===== src/hw/rtl/slpg_pkg.sv =====
// ----------------------------------------------------------------------------
// slpg_pkg
// Types, codes and timing constants shared by the status LED pattern
// generator and its level decoder.
// ----------------------------------------------------------------------------
`timescale 1ns / 1ps
`default_nettype none

package slpg_pkg;

	typedef enum logic [1:0] {
		OP_TICK        = 2'd0,
		OP_FLASH       = 2'd1,
		OP_QUIET_SET   = 2'd2,
		OP_QUIET_CLEAR = 2'd3
	} op_t;

	localparam logic [3:0] ST_BOOT     = 4'd0;
	localparam logic [3:0] ST_NORMAL   = 4'd1;
	localparam logic [3:0] ST_PROV_AP  = 4'd2;
	localparam logic [3:0] ST_PROV_BLE = 4'd3;
	localparam logic [3:0] ST_WIFI     = 4'd4;
	localparam logic [3:0] ST_CLOUD    = 4'd5;
	localparam logic [3:0] ST_RF_LEARN = 4'd6;
	localparam logic [3:0] ST_OTA      = 4'd7;
	localparam logic [3:0] ST_ERROR    = 4'd8;

	localparam int TIME_W  = 32;
	localparam int RECIP_W = 25;
	localparam int MOD_W   = 13;
	localparam int PHASE_W = 13;
	localparam int RAW_W   = 14;
	localparam int PROD_W  = TIME_W + RECIP_W;

	localparam logic [TIME_W-1:0] QUIET_MS       = 32'd10000;
	localparam logic [TIME_W-1:0] FLASH_LEAD_MS  = 32'd50;
	localparam logic [TIME_W-1:0] FLASH_ON_MS    = 32'd80;
	localparam logic [TIME_W-1:0] FLASH_GAP_MS   = 32'd80;
	localparam logic [TIME_W-1:0] FLASH_TAIL_MS  = 32'd50;
	localparam logic [TIME_W-1:0] FLASH_ON1_END  = FLASH_LEAD_MS + FLASH_ON_MS;
	localparam logic [TIME_W-1:0] FLASH_ON2_BEG  = FLASH_ON1_END + FLASH_GAP_MS;
	localparam logic [TIME_W-1:0] FLASH_ON2_END  = FLASH_ON2_BEG + FLASH_ON_MS;
	localparam logic [TIME_W-1:0] FLASH_TOTAL_MS = FLASH_ON2_END + FLASH_TAIL_MS;

	localparam logic [2:0] REG_ACTIVE_HIGH = 3'd0;

	typedef struct packed {
		op_t         operation;
		logic [31:0] now_ms;
		logic [3:0]  app_state;
	} item_t;

	typedef struct packed {
		logic pin_level;
		logic led_on;
		logic flash_busy;
		logic quiet_hold_set;
	} result_t;

	typedef struct packed {
		logic [RECIP_W-1:0] recip;
		logic [MOD_W-1:0]   modulus;
	} phase_div_t;

	// floor(2^32 / modulus): quotient estimate is exact or one short
	function automatic phase_div_t phase_div(input logic [3:0] st);
		phase_div_t d;
		unique case (st)
			ST_ERROR:    d = '{recip: 25'd3579139,  modulus: 13'd1200};
			ST_OTA:      d = '{recip: 25'd7158278,  modulus: 13'd600};
			ST_RF_LEARN: d = '{recip: 25'd14316557, modulus: 13'd300};
			ST_NORMAL:   d = '{recip: 25'd1073741,  modulus: 13'd4000};
			ST_PROV_AP:  d = '{recip: 25'd2147483,  modulus: 13'd2000};
			ST_PROV_BLE: d = '{recip: 25'd17895697, modulus: 13'd240};
			ST_WIFI:     d = '{recip: 25'd858993,   modulus: 13'd5000};
			default:     d = '{recip: 25'd4294967,  modulus: 13'd1000};
		endcase
		return d;
	endfunction

endpackage

`default_nettype wire


===== src/hw/rtl/slpg_level.sv =====
// ----------------------------------------------------------------------------
// slpg_level
// Picks the logical LED level for a tick from flash timing, quiet hold and
// the per-state pattern phase.
// ----------------------------------------------------------------------------
`timescale 1ns / 1ps
`default_nettype none

module slpg_level (
	input  logic [3:0]                 app_state,
	input  logic [slpg_pkg::PHASE_W-1:0] phase,
	input  logic                       flash_live,
	input  logic [31:0]                flash_elapsed,
	input  logic                       quiet_hold,
	output logic                       level
);
	import slpg_pkg::*;

	logic flash_level;
	logic state_level;

	assign flash_level =
		(flash_elapsed >= FLASH_LEAD_MS && flash_elapsed < FLASH_ON1_END) ||
		(flash_elapsed >= FLASH_ON2_BEG && flash_elapsed < FLASH_ON2_END);

	always_comb begin
		unique case (app_state)
			ST_ERROR:    state_level = phase < 13'd80 ||
					(phase >= 13'd160 && phase < 13'd240) ||
					(phase >= 13'd320 && phase < 13'd400);
			ST_OTA:      state_level = phase < 13'd100 ||
					(phase >= 13'd200 && phase < 13'd300);
			ST_RF_LEARN: state_level = phase < 13'd150;
			ST_BOOT:     state_level = !quiet_hold && (phase < 13'd120 ||
					(phase >= 13'd240 && phase < 13'd360));
			ST_NORMAL:   state_level = !quiet_hold && phase < 13'd50;
			ST_PROV_AP:  state_level = !quiet_hold && phase < 13'd250;
			ST_PROV_BLE: state_level = !quiet_hold && phase < 13'd120;
			ST_WIFI:     state_level = !quiet_hold && phase < 13'd3000;
			ST_CLOUD:    state_level = !quiet_hold;
			default:     state_level = 1'b0;
		endcase
	end

	assign level = flash_live ? flash_level : state_level;

endmodule

`default_nettype wire


===== src/hw/rtl/status_led_pattern_generator.sv =====
// ----------------------------------------------------------------------------
// status_led_pattern_generator
// Status LED blink pattern generator. Each item is a tick, a relay
// double-flash start, or a quiet-hold set or clear, stamped with a
// millisecond time; every item returns one result with the pin level, the
// logical LED state, and the flash and quiet-hold flags. One item is taken
// per cycle unless result_stall holds the pipeline back; the pattern phase
// (time modulo the state's period) is computed by a reciprocal multiply, a
// back-multiply and a one-step correction, each in its own stage. Overlay
// state updates in the last stage only, so items stay in order back to back.
// Register active_high (byte address 0, reset 1) sets the pin polarity.
// ----------------------------------------------------------------------------
`timescale 1ns / 1ps
`default_nettype none

module status_led_pattern_generator (
	input  logic                    clk,
	input  logic                    arst_n,
	input  logic                    item_valid,
	output logic                    item_stall,
	input  slpg_pkg::item_t         item,
	output logic                    result_valid,
	input  logic                    result_stall,
	output slpg_pkg::result_t       result,
	input  logic                    psel,
	input  logic                    penable,
	input  logic                    pwrite,
	input  logic [2:0]              paddr,
	input  logic [31:0]             pwdata,
	output logic [31:0]             prdata,
	output logic                    pready
);
	import slpg_pkg::*;

	logic                 active_high_q;
	logic                 flash_active_q;
	logic [TIME_W-1:0]    flash_start_q;
	logic [TIME_W-1:0]    quiet_deadline_q;
	logic                 led_state_q;

	logic                 v_s1, v_s2, v_s3, v_s4;
	logic                 ready_s1, ready_s2, ready_s3, ready_s4, ready_s5;

	op_t                  op_s1, op_s2, op_s3, op_s4;
	logic [TIME_W-1:0]    now_s1, now_s2, now_s3, now_s4;
	logic [3:0]           st_s1, st_s2, st_s3, st_s4;
	phase_div_t           div_s1;
	logic [MOD_W-1:0]     mod_s2, mod_s3, mod_s4;
	logic [RECIP_W-1:0]   quot_s2;
	logic [TIME_W-1:0]    back_s3;
	logic [PHASE_W-1:0]   phase_s4;

	logic [PROD_W-1:0]    prod;
	logic [TIME_W-1:0]    diff;
	logic [RAW_W-1:0]     rem_raw;

	logic [TIME_W-1:0]    elapsed;
	logic                 expired;
	logic                 flash_live;
	logic                 quiet_hold;
	logic                 level;
	logic                 flash_nxt;
	logic [TIME_W-1:0]    start_nxt;
	logic [TIME_W-1:0]    deadline_nxt;
	logic                 led_nxt;
	logic                 cfg_write;

	// configuration port
	assign pready    = 1'b1;
	assign cfg_write = psel && penable && pwrite && paddr[2] == REG_ACTIVE_HIGH[2];
	assign prdata    = (paddr[2] == REG_ACTIVE_HIGH[2]) ? {31'd0, active_high_q} : 32'd0;

	always_ff @(posedge clk or negedge arst_n) begin
		if (!arst_n) begin
			active_high_q <= 1'b1;
		end else if (cfg_write) begin
			active_high_q <= pwdata[0];
		end
	end

	// stage advance
	assign ready_s5   = !result_valid || !result_stall;
	assign ready_s4   = !v_s4 || ready_s5;
	assign ready_s3   = !v_s3 || ready_s4;
	assign ready_s2   = !v_s2 || ready_s3;
	assign ready_s1   = !v_s1 || ready_s2;
	assign item_stall = !ready_s1;

	always_ff @(posedge clk or negedge arst_n) begin
		if (!arst_n) begin
			v_s1         <= 1'b0;
			v_s2         <= 1'b0;
			v_s3         <= 1'b0;
			v_s4         <= 1'b0;
			result_valid <= 1'b0;
		end else begin
			if (ready_s1) v_s1 <= item_valid;
			if (ready_s2) v_s2 <= v_s1;
			if (ready_s3) v_s3 <= v_s2;
			if (ready_s4) v_s4 <= v_s3;
			if (ready_s5) result_valid <= v_s4;
		end
	end

	// stage 1: capture item, pick the period
	always_ff @(posedge clk) begin
		if (ready_s1 && item_valid) begin
			op_s1  <= item.operation;
			now_s1 <= item.now_ms;
			st_s1  <= item.app_state;
			div_s1 <= phase_div(item.app_state);
		end
	end

	// stage 2: quotient estimate
	assign prod = PROD_W'(now_s1) * PROD_W'(div_s1.recip);

	always_ff @(posedge clk) begin
		if (ready_s2 && v_s1) begin
			op_s2   <= op_s1;
			now_s2  <= now_s1;
			st_s2   <= st_s1;
			mod_s2  <= div_s1.modulus;
			quot_s2 <= prod[PROD_W-1:TIME_W];
		end
	end

	// stage 3: back-multiply
	always_ff @(posedge clk) begin
		if (ready_s3 && v_s2) begin
			op_s3   <= op_s2;
			now_s3  <= now_s2;
			st_s3   <= st_s2;
			mod_s3  <= mod_s2;
			back_s3 <= TIME_W'(quot_s2) * TIME_W'(mod_s2);
		end
	end

	// stage 4: remainder with one correction step
	assign diff    = now_s3 - back_s3;
	assign rem_raw = diff[RAW_W-1:0];

	always_ff @(posedge clk) begin
		if (ready_s4 && v_s3) begin
			op_s4    <= op_s3;
			now_s4   <= now_s3;
			st_s4    <= st_s3;
			mod_s4   <= mod_s3;
			phase_s4 <= (rem_raw >= RAW_W'(mod_s3)) ?
				PHASE_W'(rem_raw - RAW_W'(mod_s3)) : PHASE_W'(rem_raw);
		end
	end

	// stage 5: overlay state and level
	assign elapsed    = (now_s4 < flash_start_q) ? '0 : now_s4 - flash_start_q;
	assign expired    = elapsed >= FLASH_TOTAL_MS;
	assign flash_live = flash_active_q && !expired;
	assign quiet_hold = quiet_deadline_q != '0 && now_s4 < quiet_deadline_q;

	slpg_level u_level (
		.app_state     (st_s4),
		.phase         (phase_s4),
		.flash_live    (flash_live),
		.flash_elapsed (elapsed),
		.quiet_hold    (quiet_hold),
		.level         (level)
	);

	always_comb begin
		flash_nxt    = flash_active_q;
		start_nxt    = flash_start_q;
		deadline_nxt = quiet_deadline_q;
		led_nxt      = led_state_q;
		case (op_s4)
			OP_TICK: begin
				flash_nxt = flash_live;
				led_nxt   = level;
			end
			OP_FLASH: begin
				flash_nxt = 1'b1;
				start_nxt = now_s4;
			end
			OP_QUIET_SET: begin
				deadline_nxt = now_s4 + QUIET_MS;
			end
			default: begin
				deadline_nxt = '0;
			end
		endcase
	end

	always_ff @(posedge clk or negedge arst_n) begin
		if (!arst_n) begin
			flash_active_q   <= 1'b0;
			flash_start_q    <= '0;
			quiet_deadline_q <= '0;
			led_state_q      <= 1'b0;
		end else if (ready_s5 && v_s4) begin
			flash_active_q   <= flash_nxt;
			flash_start_q    <= start_nxt;
			quiet_deadline_q <= deadline_nxt;
			led_state_q      <= led_nxt;
		end
	end

	always_ff @(posedge clk) begin
		if (ready_s5 && v_s4) begin
			result.pin_level      <= active_high_q ? led_nxt : !led_nxt;
			result.led_on         <= led_nxt;
			result.flash_busy     <= flash_nxt;
			result.quiet_hold_set <= deadline_nxt != '0;
		end
	end

`ifndef SYNTHESIS
	a_phase_range: assert property (@(posedge clk) disable iff (!arst_n)
		v_s4 |-> RAW_W'(phase_s4) < RAW_W'(mod_s4))
		else $error("pattern phase not below its period");

	a_flash_flag: assert property (@(posedge clk) disable iff (!arst_n)
		v_s4 && ready_s5 |=> result.flash_busy == flash_active_q)
		else $error("flash flag in result disagrees with state");

	a_quiet_flag: assert property (@(posedge clk) disable iff (!arst_n)
		v_s4 && ready_s5 |=> result.quiet_hold_set == (quiet_deadline_q != '0))
		else $error("quiet hold flag in result disagrees with state");

	a_led_flag: assert property (@(posedge clk) disable iff (!arst_n)
		v_s4 && ready_s5 |=> result.led_on == led_state_q)
		else $error("led level in result disagrees with state");
`endif

endmodule

`default_nettype wire

===== config.mk =====
export PLATFORM = sky130hd
export DESIGN_NAME = status_led_pattern_generator
export DESIGN_NICKNAME = d
export VERILOG_FILES = /design/src/hw/rtl/slpg_pkg.sv /design/src/hw/rtl/slpg_level.sv /design/src/hw/rtl/status_led_pattern_generator.sv
export SDC_FILE = /design/constraint.sdc
export NUM_CORES = 2
export LEC_CHECK = 0
export ABC_AREA = 1
export BUFFER_PORTS_ARGS = -buffer_cell sky130_fd_sc_hd__buf_2
export CORE_MARGIN = 5
export CORE_UTILIZATION = 35
export CTS_CLUSTER_SIZE = 40
export DETAILED_ROUTE_END_ITERATION = 8
export GPL_TIMING_DRIVEN = 1
export SETUP_SLACK_MARGIN = 0.5
export SLEW_MARGIN = 20
export SYNTH_ARGS = -nofsm -noshare
export SYNTH_HDL_FRONTEND = slang
export SYNTH_SLANG_ARGS = --single-unit

===== constraint.sdc =====
create_clock -name clk -period 7.25 [get_ports clk]
set_clock_uncertainty 0.2 [all_clocks]
set_input_delay 0.725 -clock clk [delete_from_list [all_inputs] [get_ports clk]]
set_output_delay 0.725 -clock clk [all_outputs]
set_load 0.005 [all_outputs]

* Word-level counts from Yosys, hierarchy flattened
Cells that the tools add are included.
Storage, ports and cells: bits in writable memories 0, bits in latches 0, memory bits (read-only) 0, word-level logic and storage cells 137, register bits after elaboration 344, memories 0
Operators by class: $add $sub $neg 4, equal/unequal tests 17, multiply operators 2, muxes and demuxes 10, div/mod/pow operators 0, reductions and logical operators 47, bitwise logic cells 1, magnitude comparators 23, shift operators 0
Operator list (count):
- 38-bit one-hot mux with 7 select lines | 1
- 32-bit less-than comparator | 2
- 32-bit one-hot mux with 2 select lines | 1
- 32-bit nonzero test | 2
- 32-bit by 25-bit multiplier with 57-bit output | 1
- 13-bit by 8-bit greater-or-equal comparator with 1-bit output (second input constant) | 3
- 13-bit by 7-bit less-than comparator with 1-bit output (second input constant) | 3
- 13-bit by 8-bit less-than comparator with 1-bit output (second input constant) | 3
- 13-bit by 9-bit less-than comparator with 1-bit output (second input constant) | 3
- 32-bit by 14-bit adder with 32-bit output (second input constant) | 1
- 32-bit by 6-bit greater-or-equal comparator with 1-bit output (second input constant) | 1
- 32-bit by 8-bit greater-or-equal comparator with 1-bit output (second input constant) | 1
- 32-bit by 9-bit greater-or-equal comparator with 1-bit output (second input constant) | 1
- 32-bit by 8-bit less-than comparator with 1-bit output (second input constant) | 1
- 32-bit by 9-bit less-than comparator with 1-bit output (second input constant) | 1
- 32-bit 2-to-1 mux | 1
- 32-bit subtractor | 1
- 4-bit by 3-bit equality test with 1-bit output (second input constant) | 7
- 25-bit by 13-bit multiplier with 14-bit output | 1
- 1-bit logical AND | 21
- 4-bit by 2-bit equality test with 1-bit output (second input constant) | 4
- 14-bit by 13-bit greater-or-equal comparator with 1-bit output | 1
- 14-bit subtractor | 1
- 13-bit by 9-bit greater-or-equal comparator with 1-bit output (second input constant) | 1
- other kinds (18) | 41

* Depth between registers and ports, before layout
word-level depth 9, depth in mapped cells 31, depth with buffers taken out 31

* Modules after synthesis
From an unflattened synthesis, not the netlist that was laid out.
Unflattened totals: cell total of the unflattened synthesis 5150, area, all modules 41885.2 µm²
Modules (own cells, without submodules):
- status_led_pattern_generator | times used 1, area each 41228.3 µm², cells each 5005
- slpg_level | times used 1, area each 656.9 µm², cells each 145

* Least setup slack after synthesis
OpenSTA, ideal clock, no wires.
path type register to register, start point register now_s1[23], end point register quot_s2[8] (data pin), stages on the path, launching flop included 29, period minus slack after synthesis 6794 ps, arrival time 6341 ps, path slack 456 ps, required time 6798 ps, cells stage by stage edfxtp_1 -> clkbuf_1 -> buf_1 -> nand2_1 -> fa_1 -> inv_1 -> fa_1 -> inv_1 -> fa_1 -> fa_1 -> inv_1 -> fa_1 -> fa_1 -> inv_1 -> fa_1 -> inv_1 -> ha_1 -> a21oi_1 -> nor2_1 -> nor2b_1 -> nor2_1 -> a2111oi_0 -> o21ai_0 -> nand2_1 -> o211ai_1 -> nand2_1 -> nand2_1 -> nand2_1 -> nand2_1
Between the ends: longest elaborated chain between the ends 1
RTL lines:
- start: declaration | line status_led_pattern_generator.sv:45 | logic [TIME_W-1:0] now_s1, now_s2, now_s3, now_s4;
- start signal: assignment | line status_led_pattern_generator.sv:109 | now_s1 <= item.now_ms;
- 32-bit by 25-bit multiplier with 57-bit output | line status_led_pattern_generator.sv:116 | assign prod = PROD_W'(now_s1) * PROD_W'(div_s1.recip);
- via prod[40] | line status_led_pattern_generator.sv:53 | logic [PROD_W-1:0] prod;
- end signal: assignment | line status_led_pattern_generator.sv:124 | quot_s2 <= prod[PROD_W-1:TIME_W];
- end: declaration | line status_led_pattern_generator.sv:49 | logic [RECIP_W-1:0] quot_s2;
The timed path passes the listed nets, and every way through them passes these cells. A chain may end at the register's enable or synchronous reset.

* Worst setup path after layout
start point register div_s1[27] (netlist bit), end point register quot_s2[10] (data pin)
Between the ends: longest elaborated chain between the ends 1
RTL lines:
- start: declaration | line status_led_pattern_generator.sv:47 | phase_div_t div_s1;
- start signal: assignment | line status_led_pattern_generator.sv:111 | div_s1 <= phase_div(item.app_state);
- 32-bit by 25-bit multiplier with 57-bit output | line status_led_pattern_generator.sv:116
- via prod[42] | line status_led_pattern_generator.sv:53
The timed path passes the listed nets, and every way through them passes these cells.

==> summary.md <==
| Metric | Value |
|---|---|
| Status | complete, no violations |
| Mapped Avg Cell Area | ~8 sq um |
| Fillcell total | 11,710 |
| Wire length per cell | approximately 17 um |
| Mapped Cells | 5,093 |
| TritonCTS Buffers | 37 |
| CTS Sinks | between 300 and 400 |
| CP max FO | 5 |
| Max cap viols | 0 |
| GRT Total Usage | 0.1827 |
| Post-synth ARST share | 0.2257 |
| Post-route DRC | 0 |
| Slew Limit Fails | 0 |
| Final period util | 0.9649 |
| Pin count of the biggest net entering global routing | 73 |
| Die Y-Extent | between 300 and 400 um |
| Final TNS setup | 0 ns |
| Initial antenna violation count | 6 |
| Critical Path Start Type | register |
| Number of synthesized flops with an enable pin | 247 |
| First-pass detailed-route iteration total | 6 |
| Min cycle time layout | roughly 7 ns |
| Hpwl dp | about 90 mm |
| Worst hold slack | approximately 0.10 ns |
| Yosys warnings | 0 |
| Via count | about 32,000 |
| Die area | 0.1258 sq mm |
| Post-DRT Antenna Nets | 0 |
| Port buffer count | 53 |
| Most common cell after layout, fill and taps aside | inv_1 |
| Worst path required time | around 7.4 ns |
| Most frequent CP cell | fa_1 |
| Rows | 126 |
| CTS tree | yes |
| Yosys reg bits | about 320 |
| Min-Delay Path Class | input port to async pin |
| Top_reg_cell synth | edfxtp_1 |
| Avg Vias per Cell | 4.647 |
| Achievable Freq | between 100 and 150 MHz |
| Final Hold Viols | 0 |
| H-tree levels | 2 |
| Setup Crit Path Kind | register to register |
| Clock-pin slew on the worst setup and hold paths | about 0.070 ns |
| RD Place Congestion | approximately 0.92 |
| Synth unique cells | 60 |
| Top Family by Delay on Critical Path | adder cells |
| Synthesized area | a little over 0.04 sq mm |
| RSZ-0062 raised after global routing | true |
| Sequential area share after synthesis | 0.2218 |
| Worst Path Arrival | a little over 7 ns |
| Layout cell share with drive strength beyond 1 | 0.1304 |
| Core Region | 0.1181 sq mm |
| IO Count | approximately 120 |
| Initial Utilization | 0.3520 |
| Detailed Route WL | about 120 mm |
| Initial DRC Count | ~2,200 |
| Clk_lat worst skew | just under 0.6 ns |
| First-pass GRT wire length | approximately 180 mm |
| Remaining Overflow, GRT | 0 |
| Final setup violation count | 0 |
| Final Net Count | between 6,000 and 7,000 |
| CTS Hold Bufs | 0 |
| Critical path capture point type | register |
| Die width | roughly 350 um |
| P&R area growth vs syn | 16.99% |
| Critical path buffers and inverters | 7 |
| Commonest cells after routing, fill and taps aside | inv_1 (1,448), nand2_1 (1,319), fa_1 (613) |
| Slew @ Worst Pin | 1.132 ns |
| Setup WS pre-CTS | 0.02318 ns |
| Clock tree root buffer cell | clkbuf_16 |
| Setup ws final | roughly 0.25 ns |
| Number of global-route vias before repair | ~33,000 |
| CP max stage cell | fa_2 |
| Worst rel slew slack | 0.2453 |
| Clock Path Buffers | 3 |
| Slowest Stage Delay on Critical Path | 0.59 ns |
[layer usage]
layer | vias up | track usage | routed length, um
met5 | - | 0 | 11
met1 | 15750 | 0.2448 | 48080
met4 | 2 | 0.05082 | 3493
met3 | 162 | 0.02811 | 8496
li1 | 15260 | - | -
met2 | 927 | 0.3089 | 55430
[final timing paths]
| path | start | to | slack, ns | cells past startpoint |
|---|---|---|---|---|
| worst max register to register | div_s1[27]$_SDFFCE_PN0P_ | quot_s2[10]$_DFFE_PP_ | 0.25 | 27 |
| worst min register to register | now_s2[2]$_DFFE_PP_ | now_s3[2]$_DFFE_PP_ | 0.20 | 0 |
| max in group asynchronous | arst_n | v_s1$_DFFE_PN0N_ | 6.10 | 1 |
| worst max-delay path | div_s1[27]$_SDFFCE_PN0P_ | quot_s2[10]$_DFFE_PP_ | 0.25 | 27 |
| worst min-delay path | arst_n | flash_start_q[7]$_DFFE_PN0P_ | 0.10 | 1 |
| min in group clk | item[29] | now_s1[25]$_DFFE_PP_ | 0.12 | 1 |
[synth_stat cells, types with 4 or more instances]
library cell	instances	area share
fa_1	651	0.31
dfrtp_1	71	0.043
buf_4	33	0.0060
o21ai_0	140	0.017
nor4_1	10	0.0015
ha_1	258	0.078
xnor2_1	37	0.0078
edfxtp_1	247	0.18
nand2_2	11	0.0017
xor2_1	51	0.011
nand3b_1	7	0.0013
buf_1	8	0.00072
o2111ai_1	4	0.00084
nand3_1	114	0.014
nand2_1	1363	0.12
a21oi_1	99	0.012
a31oi_1	7	0.0011
nand4_1	38	0.0057
o21bai_1	4	0.00072
inv_2	5	0.00045
inv_1	1515	0.14
o211ai_1	5	0.00090
nor3_1	28	0.0034
o32ai_1	4	0.00084
or2_2	4	0.00060
nor2_2	6	0.00090
o22ai_1	8	0.0012
and2_1	5	0.00075
clkbuf_1	151	0.014
nor2_1	162	0.015
[cell type report]
class	instances	area (sq um)	area share
multi-input combinational	3089	26850	0.5521
clock buffer	48	967.2	0.01989
tap	1536	1922	0.03952
clock inverter	20	226.5	0.004657
inverter	1520	5707	0.1173
timing repair buffer	371	3730	0.07669
sequential	319	9220	0.1896
antenna	4	10.01	0.0002058
[metrics by stage]
| step | instance area (sq um) | instances | utilization |
|---|---|---|---|
| CTS | 47060 | 6845 | 0.3985 |
| floorplan | 41680 | 5123 | - |
| detailed placement | 45430 | 6757 | 0.3847 |
| global route | 48620 | 6903 | 0.4118 |
| finish | 48630 | 6907 | 0.4119 |
| global placement | 45430 | 6757 | 0.3847 |
[sequential cells by signal (all words and copies together), names as in the netlist, 11 cells and up]
| register | cells |
|---|---|
| mod_s3 | 11 |
| back_s3 | 12 |
| quot_s2 | 12 |
| now_s3 | 32 |
| div_s1 | 34 |
| now_s4 | 32 |
| quiet_deadline_q | 32 |
| now_s1 | 32 |
| flash_start_q | 32 |
| phase_s4 | 11 |
| mod_s2 | 11 |
| now_s2 | 32 |
[kinds of logic after synthesis]
kind of cell               count (synthesis)  synth area share
and+or+nand+nor                         1756            0.1689
buffers and inverters                   1715            0.1585
adders and majority gates                909            0.3912
DFF                                      319            0.2218
AOI/OAI and AO/OA                        302           0.04030
xor gates and xnor gates                  89           0.01893
other                                      2         0.0001807
muxes                                      1         0.0002408
[timing repair]
item                                    in CTS  in global routing
pin swaps                                   39                234
gates resized for setup                     55                272
endpoints found under the setup margin      12                 12
buffers inserted                            19                 47
cloned                                       1                 10
endpoints found under the hold margin        0                  0
Power is not shown: default switching activity piles up to over one toggle a cycle in this logic, so the estimate is an artifact.
